==> src/design/ijvm_eu_pkg.sv <==
// Shared constants, opcode codes, decoded-instruction type and sequencer states
// for the IJVM execute unit. No dependencies.
package ijvm_eu_pkg;

    localparam int STACK_DEPTH = 4096;
    localparam int MAX_ARGS    = 256;
    localparam int SA          = $clog2(STACK_DEPTH);
    localparam int AE          = SA + 1;
    localparam int LW          = SA + 18;
    localparam int CW          = $clog2(MAX_ARGS + 1);

    localparam logic [4:0] CMD_NOP       = 5'd0;
    localparam logic [4:0] CMD_BIPUSH    = 5'd1;
    localparam logic [4:0] CMD_DUP       = 5'd2;
    localparam logic [4:0] CMD_ERR       = 5'd3;
    localparam logic [4:0] CMD_GOTO      = 5'd4;
    localparam logic [4:0] CMD_HALT      = 5'd5;
    localparam logic [4:0] CMD_IADD      = 5'd6;
    localparam logic [4:0] CMD_IAND      = 5'd7;
    localparam logic [4:0] CMD_IFEQ      = 5'd8;
    localparam logic [4:0] CMD_IFLT      = 5'd9;
    localparam logic [4:0] CMD_ICMPEQ    = 5'd10;
    localparam logic [4:0] CMD_IINC      = 5'd11;
    localparam logic [4:0] CMD_ILOAD     = 5'd12;
    localparam logic [4:0] CMD_IN        = 5'd13;
    localparam logic [4:0] CMD_INVOKE    = 5'd14;
    localparam logic [4:0] CMD_IOR       = 5'd15;
    localparam logic [4:0] CMD_IRETURN   = 5'd16;
    localparam logic [4:0] CMD_ISTORE    = 5'd17;
    localparam logic [4:0] CMD_ISUB      = 5'd18;
    localparam logic [4:0] CMD_LDCW      = 5'd19;
    localparam logic [4:0] CMD_OUT       = 5'd20;
    localparam logic [4:0] CMD_POP       = 5'd21;
    localparam logic [4:0] CMD_SWAP      = 5'd22;
    localparam logic [4:0] CMD_WIDE      = 5'd23;

    typedef enum logic [4:0] {
        OP_NOP, OP_BIPUSH, OP_DUP, OP_ERR, OP_GOTO, OP_HALT, OP_IADD, OP_IAND,
        OP_IFEQ, OP_IFLT, OP_ICMPEQ, OP_IINC, OP_ILOAD, OP_IN, OP_INVOKE, OP_IOR,
        OP_IRET, OP_ISTORE, OP_ISUB, OP_LDCW, OP_OUT, OP_POP, OP_SWAP, OP_WIDE
    } op_t;

    typedef enum logic [3:0] {
        ST_IDLE, ST_FETCH_B, ST_EXEC, ST_SWAP2, ST_RET2, ST_RET3, ST_COPY,
        ST_CALL1, ST_CALL2, ST_CALL3, ST_TOP_RD, ST_TOP
    } st_t;

    typedef struct packed {
        op_t         op;
        logic [15:0] pc;
        logic [7:0]  hi;
        logic [7:0]  lo;
        logic [31:0] pool;
        logic [15:0] nargs;
        logic [15:0] nlocals;
        logic [7:0]  in_char;
        logic        in_eof;
        logic [1:0]  pops;
        logic [1:0]  pushes;
        logic        chk;
    } dec_t;

endpackage

==> src/design/ijvm_eu_if.sv <==
// Valid/ready channel interfaces for instruction items and result items.
// Depends on nothing.
interface ijvm_eu_in_if;
    logic               valid;
    logic               ready;
    logic [4:0]         cmd;
    logic [15:0]        current_pc;
    logic [7:0]         operand_hi;
    logic [7:0]         operand_lo;
    logic signed [31:0] pool_word;
    logic [15:0]        method_args;
    logic [15:0]        method_locals;
    logic [7:0]         in_char;
    logic               in_eof;

    modport source (output valid, cmd, current_pc, operand_hi, operand_lo, pool_word,
                    method_args, method_locals, in_char, in_eof, input ready);
    modport sink (input valid, cmd, current_pc, operand_hi, operand_lo, pool_word,
                  method_args, method_locals, in_char, in_eof, output ready);
endinterface


==> src/design/ijvm_eu_front.sv <==
// Front end: accepts instruction transactions, classifies them and holds them
// in a two-entry queue. Depends on ijvm_eu_pkg and ijvm_eu_in_if.
module ijvm_eu_front import ijvm_eu_pkg::*; (
    input  logic           clk,
    input  logic           rst_n,
    ijvm_eu_in_if.sink     in_ch,
    output logic           q_valid,
    input  logic           q_ready,
    output dec_t           q_item
);

    dec_t       dec;
    dec_t       slot_reg [2];
    logic       wp_reg, wp_next, rp_reg, rp_next;
    logic [1:0] cnt_reg, cnt_next;
    logic       push, pop;

    always_comb
    begin
        dec.pc      = in_ch.current_pc;
        dec.hi      = in_ch.operand_hi;
        dec.lo      = in_ch.operand_lo;
        dec.pool    = in_ch.pool_word;
        dec.nargs   = in_ch.method_args;
        dec.nlocals = in_ch.method_locals;
        dec.in_char = in_ch.in_char;
        dec.in_eof  = in_ch.in_eof;
        dec.pops    = 2'd0;
        dec.pushes  = 2'd0;
        dec.chk     = 1'b1;
        dec.op      = OP_ERR;
        unique case (in_ch.cmd)
            CMD_NOP:     begin dec.op = OP_NOP;    dec.chk = 1'b0; end
            CMD_BIPUSH:  begin dec.op = OP_BIPUSH; dec.pushes = 2'd1; end
            CMD_DUP:     begin dec.op = OP_DUP;    dec.pops = 2'd1; dec.pushes = 2'd2; end
            CMD_ERR:     begin dec.op = OP_ERR;    dec.chk = 1'b0; end
            CMD_GOTO:    begin dec.op = OP_GOTO;   dec.chk = 1'b0; end
            CMD_HALT:    begin dec.op = OP_HALT;   dec.chk = 1'b0; end
            CMD_IADD:    begin dec.op = OP_IADD;   dec.pops = 2'd2; dec.pushes = 2'd1; end
            CMD_IAND:    begin dec.op = OP_IAND;   dec.pops = 2'd2; dec.pushes = 2'd1; end
            CMD_IFEQ:    begin dec.op = OP_IFEQ;   dec.pops = 2'd1; end
            CMD_IFLT:    begin dec.op = OP_IFLT;   dec.pops = 2'd1; end
            CMD_ICMPEQ:  begin dec.op = OP_ICMPEQ; dec.pops = 2'd2; end
            CMD_IINC:    begin dec.op = OP_IINC;   dec.chk = 1'b0; end
            CMD_ILOAD:   begin dec.op = OP_ILOAD;  dec.pushes = 2'd1; end
            CMD_IN:      begin dec.op = OP_IN;     dec.pushes = 2'd1; end
            CMD_INVOKE:  begin dec.op = OP_INVOKE; dec.chk = 1'b0; end
            CMD_IOR:     begin dec.op = OP_IOR;    dec.pops = 2'd2; dec.pushes = 2'd1; end
            CMD_IRETURN: begin dec.op = OP_IRET;   dec.chk = 1'b0; end
            CMD_ISTORE:  begin dec.op = OP_ISTORE; dec.pops = 2'd1; end
            CMD_ISUB:    begin dec.op = OP_ISUB;   dec.pops = 2'd2; dec.pushes = 2'd1; end
            CMD_LDCW:    begin dec.op = OP_LDCW;   dec.pushes = 2'd1; end
            CMD_OUT:     begin dec.op = OP_OUT;    dec.pops = 2'd1; end
            CMD_POP:     begin dec.op = OP_POP;    dec.pops = 2'd1; end
            CMD_SWAP:    begin dec.op = OP_SWAP;   dec.pops = 2'd2; dec.pushes = 2'd2; end
            CMD_WIDE:    begin dec.op = OP_WIDE;   dec.chk = 1'b0; end
            default:     begin dec.op = OP_ERR;    dec.chk = 1'b0; end
        endcase
    end

    assign in_ch.ready = (cnt_reg != 2'd2);
    assign push        = in_ch.valid & in_ch.ready;
    assign q_valid     = (cnt_reg != 2'd0);
    assign pop         = q_valid & q_ready;
    assign q_item      = slot_reg[rp_reg];

    always_comb
    begin
        wp_next  = push ? ~wp_reg : wp_reg;
        rp_next  = pop ? ~rp_reg : rp_reg;
        cnt_next = cnt_reg + 2'(push) - 2'(pop);
    end

    always_ff @(posedge clk or negedge rst_n)
    begin
        if (!rst_n)
        begin
            wp_reg  <= 1'b0;
            rp_reg  <= 1'b0;
            cnt_reg <= 2'd0;
        end
        else
        begin
            wp_reg  <= wp_next;
            rp_reg  <= rp_next;
            cnt_reg <= cnt_next;
        end
    end

    always_ff @(posedge clk)
    begin
        if (push)
        begin
            slot_reg[wp_reg] <= dec;
        end
    end

endmodule

==> src/flat_wrapper.sv <==
// flat-port wrapper written by rule: the top's interface ports become plain ports
module ijvm_eu_front_flat import ijvm_eu_pkg::*;
  (clk, rst_n, q_valid, q_ready, q_item, in_ch_valid, in_ch_cmd, in_ch_current_pc, in_ch_operand_hi, in_ch_operand_lo, in_ch_pool_word, in_ch_method_args, in_ch_method_locals, in_ch_in_char, in_ch_in_eof, in_ch_ready);
  ijvm_eu_in_if in_ch_i ();
  input  logic clk;
  input  logic rst_n;
  output logic q_valid;
  input  logic q_ready;
  output dec_t q_item;
  input wire logic [$bits(in_ch_i.valid)-1:0] in_ch_valid;
  input wire logic [$bits(in_ch_i.cmd)-1:0] in_ch_cmd;
  input wire logic [$bits(in_ch_i.current_pc)-1:0] in_ch_current_pc;
  input wire logic [$bits(in_ch_i.operand_hi)-1:0] in_ch_operand_hi;
  input wire logic [$bits(in_ch_i.operand_lo)-1:0] in_ch_operand_lo;
  input wire logic [$bits(in_ch_i.pool_word)-1:0] in_ch_pool_word;
  input wire logic [$bits(in_ch_i.method_args)-1:0] in_ch_method_args;
  input wire logic [$bits(in_ch_i.method_locals)-1:0] in_ch_method_locals;
  input wire logic [$bits(in_ch_i.in_char)-1:0] in_ch_in_char;
  input wire logic [$bits(in_ch_i.in_eof)-1:0] in_ch_in_eof;
  output wire logic [$bits(in_ch_i.ready)-1:0] in_ch_ready;
  assign in_ch_i.valid = in_ch_valid;
  assign in_ch_i.cmd = in_ch_cmd;
  assign in_ch_i.current_pc = in_ch_current_pc;
  assign in_ch_i.operand_hi = in_ch_operand_hi;
  assign in_ch_i.operand_lo = in_ch_operand_lo;
  assign in_ch_i.pool_word = in_ch_pool_word;
  assign in_ch_i.method_args = in_ch_method_args;
  assign in_ch_i.method_locals = in_ch_method_locals;
  assign in_ch_i.in_char = in_ch_in_char;
  assign in_ch_i.in_eof = in_ch_in_eof;
  assign in_ch_ready = in_ch_i.ready;
  ijvm_eu_front u_core (.clk(clk), .rst_n(rst_n), .in_ch(in_ch_i), .q_valid(q_valid), .q_ready(q_ready), .q_item(q_item));
endmodule
==> config.mk <==
export PLATFORM = sky130hd
export DESIGN_NAME = ijvm_eu_front_flat
export DESIGN_NICKNAME = d
export VERILOG_FILES = /design/src/design/ijvm_eu_pkg.sv /design/src/design/ijvm_eu_if.sv /design/src/design/ijvm_eu_front.sv /design/src/flat_wrapper.sv
export SDC_FILE = /design/constraint.sdc
export NUM_CORES = 1
export LEC_CHECK = 0
export ABC_CLOCK_PERIOD_IN_PS = 10200
export BUFFER_PORTS_ARGS = -buffer_cell sky130_fd_sc_hd__clkbuf_2
export CAP_MARGIN = 20
export CORE_AREA = 2 2 166 127
export DETAILED_ROUTE_END_ITERATION = 7
export DIE_AREA = 0 0 168 129
export PLACE_DENSITY = 0.69
export SLEW_MARGIN = 20
export SYNTH_ARGS = -nofsm -noshare
export SYNTH_HDL_FRONTEND = slang
export SYNTH_SLANG_ARGS = --single-unit
==> constraint.sdc <==
create_clock -name clk -period 10.2 [get_ports clk]
set_input_delay 2.04 -clock clk [delete_from_list [all_inputs] [get_ports clk]]
set_output_delay 2.04 -clock clk [all_outputs]
set_load 0.1 [all_outputs]
==> reports/qor.csv <==
stage,metric,value,unit
setup_path,worst_setup_path_start_kind,register,
setup_path,cp_num_buf_inv,2,
setup_path,cp_max_fo,61,
setup_path,worstPathRequired,8.16,ns
timing,setup_viol,0,
grt,grt_overflow_total,0,
clocking,tritoncts,yes,
detailed_routing,avgRoutedWirePerCell,18.0,um
clocking,cts_buffer_depth,3,
clocking,total_clock_sinks,234,
detailed_routing,number_of_antenna_violating_nets_in_the_routed_design,0,
detailed_routing,dr.first_iter.drc_count,319,
clocking,cts-hold-fix-buffers,0,
detailed_routing,post_detailed_routing_wire_length,16600,um
clocking,cts-buffers-inserted,23,
synth,post_synth_fa_ha_maj_area_fraction,0.282,%
timing,grt_setup_unrepaired,false,
synth,post_synth_inst_count,410,
cells_and_area,mostFrequentLayoutCells,"230 x clkbuf_2, 230 x edfxtp_1, 76 x mux2_2",
grt,grtUsageTotal,14.6,%
synth,synth.net_count,526,
timing,worst_slew_pin_slew,0.897,ns
cells_and_area,syn2layout_area_growth,24.3,%
cells_and_area,drive_above_1_share,58.5,%
floorplanning,core_area,0.0200,mm^2
floorplanning,die_y,129,um
setup_path,crit_path_cell_trace,buf_4 > mux2_2 > clkbuf_2,
timing,max_freq,190,MHz
grt,first_global_vias,4662,
setup_path,critical_path_arrival,3.22,ns
synth,synth_flop_cell,edfxtp_1,
placement,port-buffer-count,230,
run_status,run_status,completed,
synth,synth_compound_gate_area_share,0.648,%
floorplanning,initial_core_util,44.5,%
timing,timing.final.crit_share,51.6,%
cells_and_area,largest_register_ffs,230,
setup_path,worst_setup_path_end_kind,primary output,
synth,postSynthAreaPerCell,21.7,um^2
setup_path,cp_slowest_cell,dfrtp_4,
synth,synthDistinctLibCells,31,
detailed_routing,post-route-drc-count,0,
timing,fin_hold_ws,0.535,ns
detailed_routing,detailroute.via_count,4540,
timing,finalHoldViolCount,0,
floorplanning,fp-row-count,45,
synth,synth.cell_area,0.00889,mm^2
placement,place.gp.congestion,0.736,
clocking,cts_resized,0,
floorplanning,fp.dieW,168,um
synth,synth_enable_flop_cells,230,
timing,timing.setup.tns,0,ns
detailed_routing,drt_pre_antenna_iters,4,
synth,synth.yosys.seq_area_share,78.9,%
timing,timing_max_transition_violations_final,0,
synth,synthSimpleGateAreaFrac,1.38,%
clocking,cts_setup_buffers,0,
cells_and_area,num-nets-final,767,
synth,synth.yosys.warnings,0,
clocking,clk-insertion-delay-late,0.49,ns
timing,worst_clock_skew,0.00733,ns
setup_path,type_of_the_worst_setup_path,reg2out,
detailed_routing,detail_route.vias_per_cell,4.91,
timing,final.min_clock_period,5.26,ns
synth,combinational_family_with_the_most_area_after_synthesis,multiplexers,
synth,async_flop_share,1.71,%
min_path,worst_hold_path_type,reg2reg,
cells_and_area,antenna-diode-count,0,
grt,first_pass_grt_wire_length,24600,um
clocking,ctsHtreeMaxLevel,1,
placement,dp.final_hpwl,11000,um
grt,maximum_number_of_pins_on_one_net_before_global_route_repair,63,
timing,max-slew-margin-rel,40.2,%
flow_run,maxCapViolCount,0,
floorplanning,design.portCount,231,
synth,mux_contribution_to_synthesized_area,16.6,%
grt,number_of_antenna_violations_at_the_first_check_in_global_routing,0,
setup_path,timing.critical_path.max_delay_family,buffers and inverters,
synth,yosys_register_bits,234,
clocking,clock_slew_seen_by_the_registers_of_the_worst_setup_and_hold_paths,0.06,ns
setup_path,crit_path_max_incr_delay,0.97,ns
floorplanning,die_outline_area,0.0217,mm^2
synth,synthXorXnorAreaFrac,0.591,%
clocking,buffer_cell_driving_the_clock_tree_root,clkbuf_16,
cells_and_area,layout.core_utilization,55.2,%
## final timing paths
path | start | endpoint | slack (ns) | cells past startpoint
min in group asynchronous | rst_n | u_core.cnt_reg[0]$_DFF_PN0_ | 1.35 | 1
max in group asynchronous | rst_n | u_core.rp_reg$_DFFE_PN0P_ | 8.69 | 1
max reg2reg | u_core.cnt_reg[1]$_DFF_PN0_ | u_core.slot_reg[1][71]$_DFFE_PP_ | 7.72 | 3
min reg2reg | u_core.cnt_reg[1]$_DFF_PN0_ | u_core.cnt_reg[1]$_DFF_PN0_ | 0.54 | 1
min | u_core.cnt_reg[1]$_DFF_PN0_ | u_core.cnt_reg[1]$_DFF_PN0_ | 0.54 | 1
max | u_core.rp_reg$_DFFE_PN0P_ | q_item[38] | 4.94 | 3
## cell families after synthesis
kind of cell | after synthesis
and+or+nand+nor | 19
xor gates and xnor gates | 6
muxes | 118
buffers and inverters | 22
AOI/OAI and AO/OA | 9
adders and majority gates | 2
DFF | 234
## cells in the mapped netlist (all sizes together) (3+ instances only)
| cell | count | area (um^2) |
|---|---|---|
| edfxtp | 230 | 6910 |
| mux2 | 116 | 1460 |
| buf | 18 | 130 |
| dfrtp | 4 | 100 |
| inv | 4 | 15.0 |
| nand2 | 3 | 11.3 |
| nand2b | 3 | 18.8 |
| nor4b | 3 | 32.5 |
| o21ai | 3 | 15.0 |
| xnor2 | 3 | 26.3 |
| xor2 | 3 | 26.3 |
## area by class of cell
class	instances	area (um^2)
Inverter	4	15.0
Fill cell	1590	8950
Tap cell	258	323
Clock buffer	26	587
Multi-Input combinational cell	154	1750
Timing Repair Buffer	234	1180
Clock inverter	15	179
Sequential cell	234	7010
## stage by stage
stage | instances | setup slack [ns] | area, um^2
2_1_floorplan | 410 | 2.64 | 8890
3_3_place_gp | 884 | 5.49 | 10300
3_5_place_dp | 884 | 5.44 | 10300
4_1_cts | 925 | 4.89 | 11000
5_1_grt | 925 | 4.79 | 11000
6_report | 925 | 4.94 | 11000
## per-layer routing
layer	global-route usage [%]	share of wire, %	vias to the layer above
met5	0	0	-
met4	3.68	2.1	0
met3	4.03	7.4	31
met2	24.1	47	178
met1	19.5	44	2234
li1	-	-	2097
## worst reg2reg max path: stages (launching register included)
cell and delay, ns:
dfrtp_1 0.41, nand2b_1 0.14, and3_4 0.69, buf_4 0.84
Power is not shown: default switching activity piles up to over one toggle a cycle in this logic, so the estimate is an artifact.
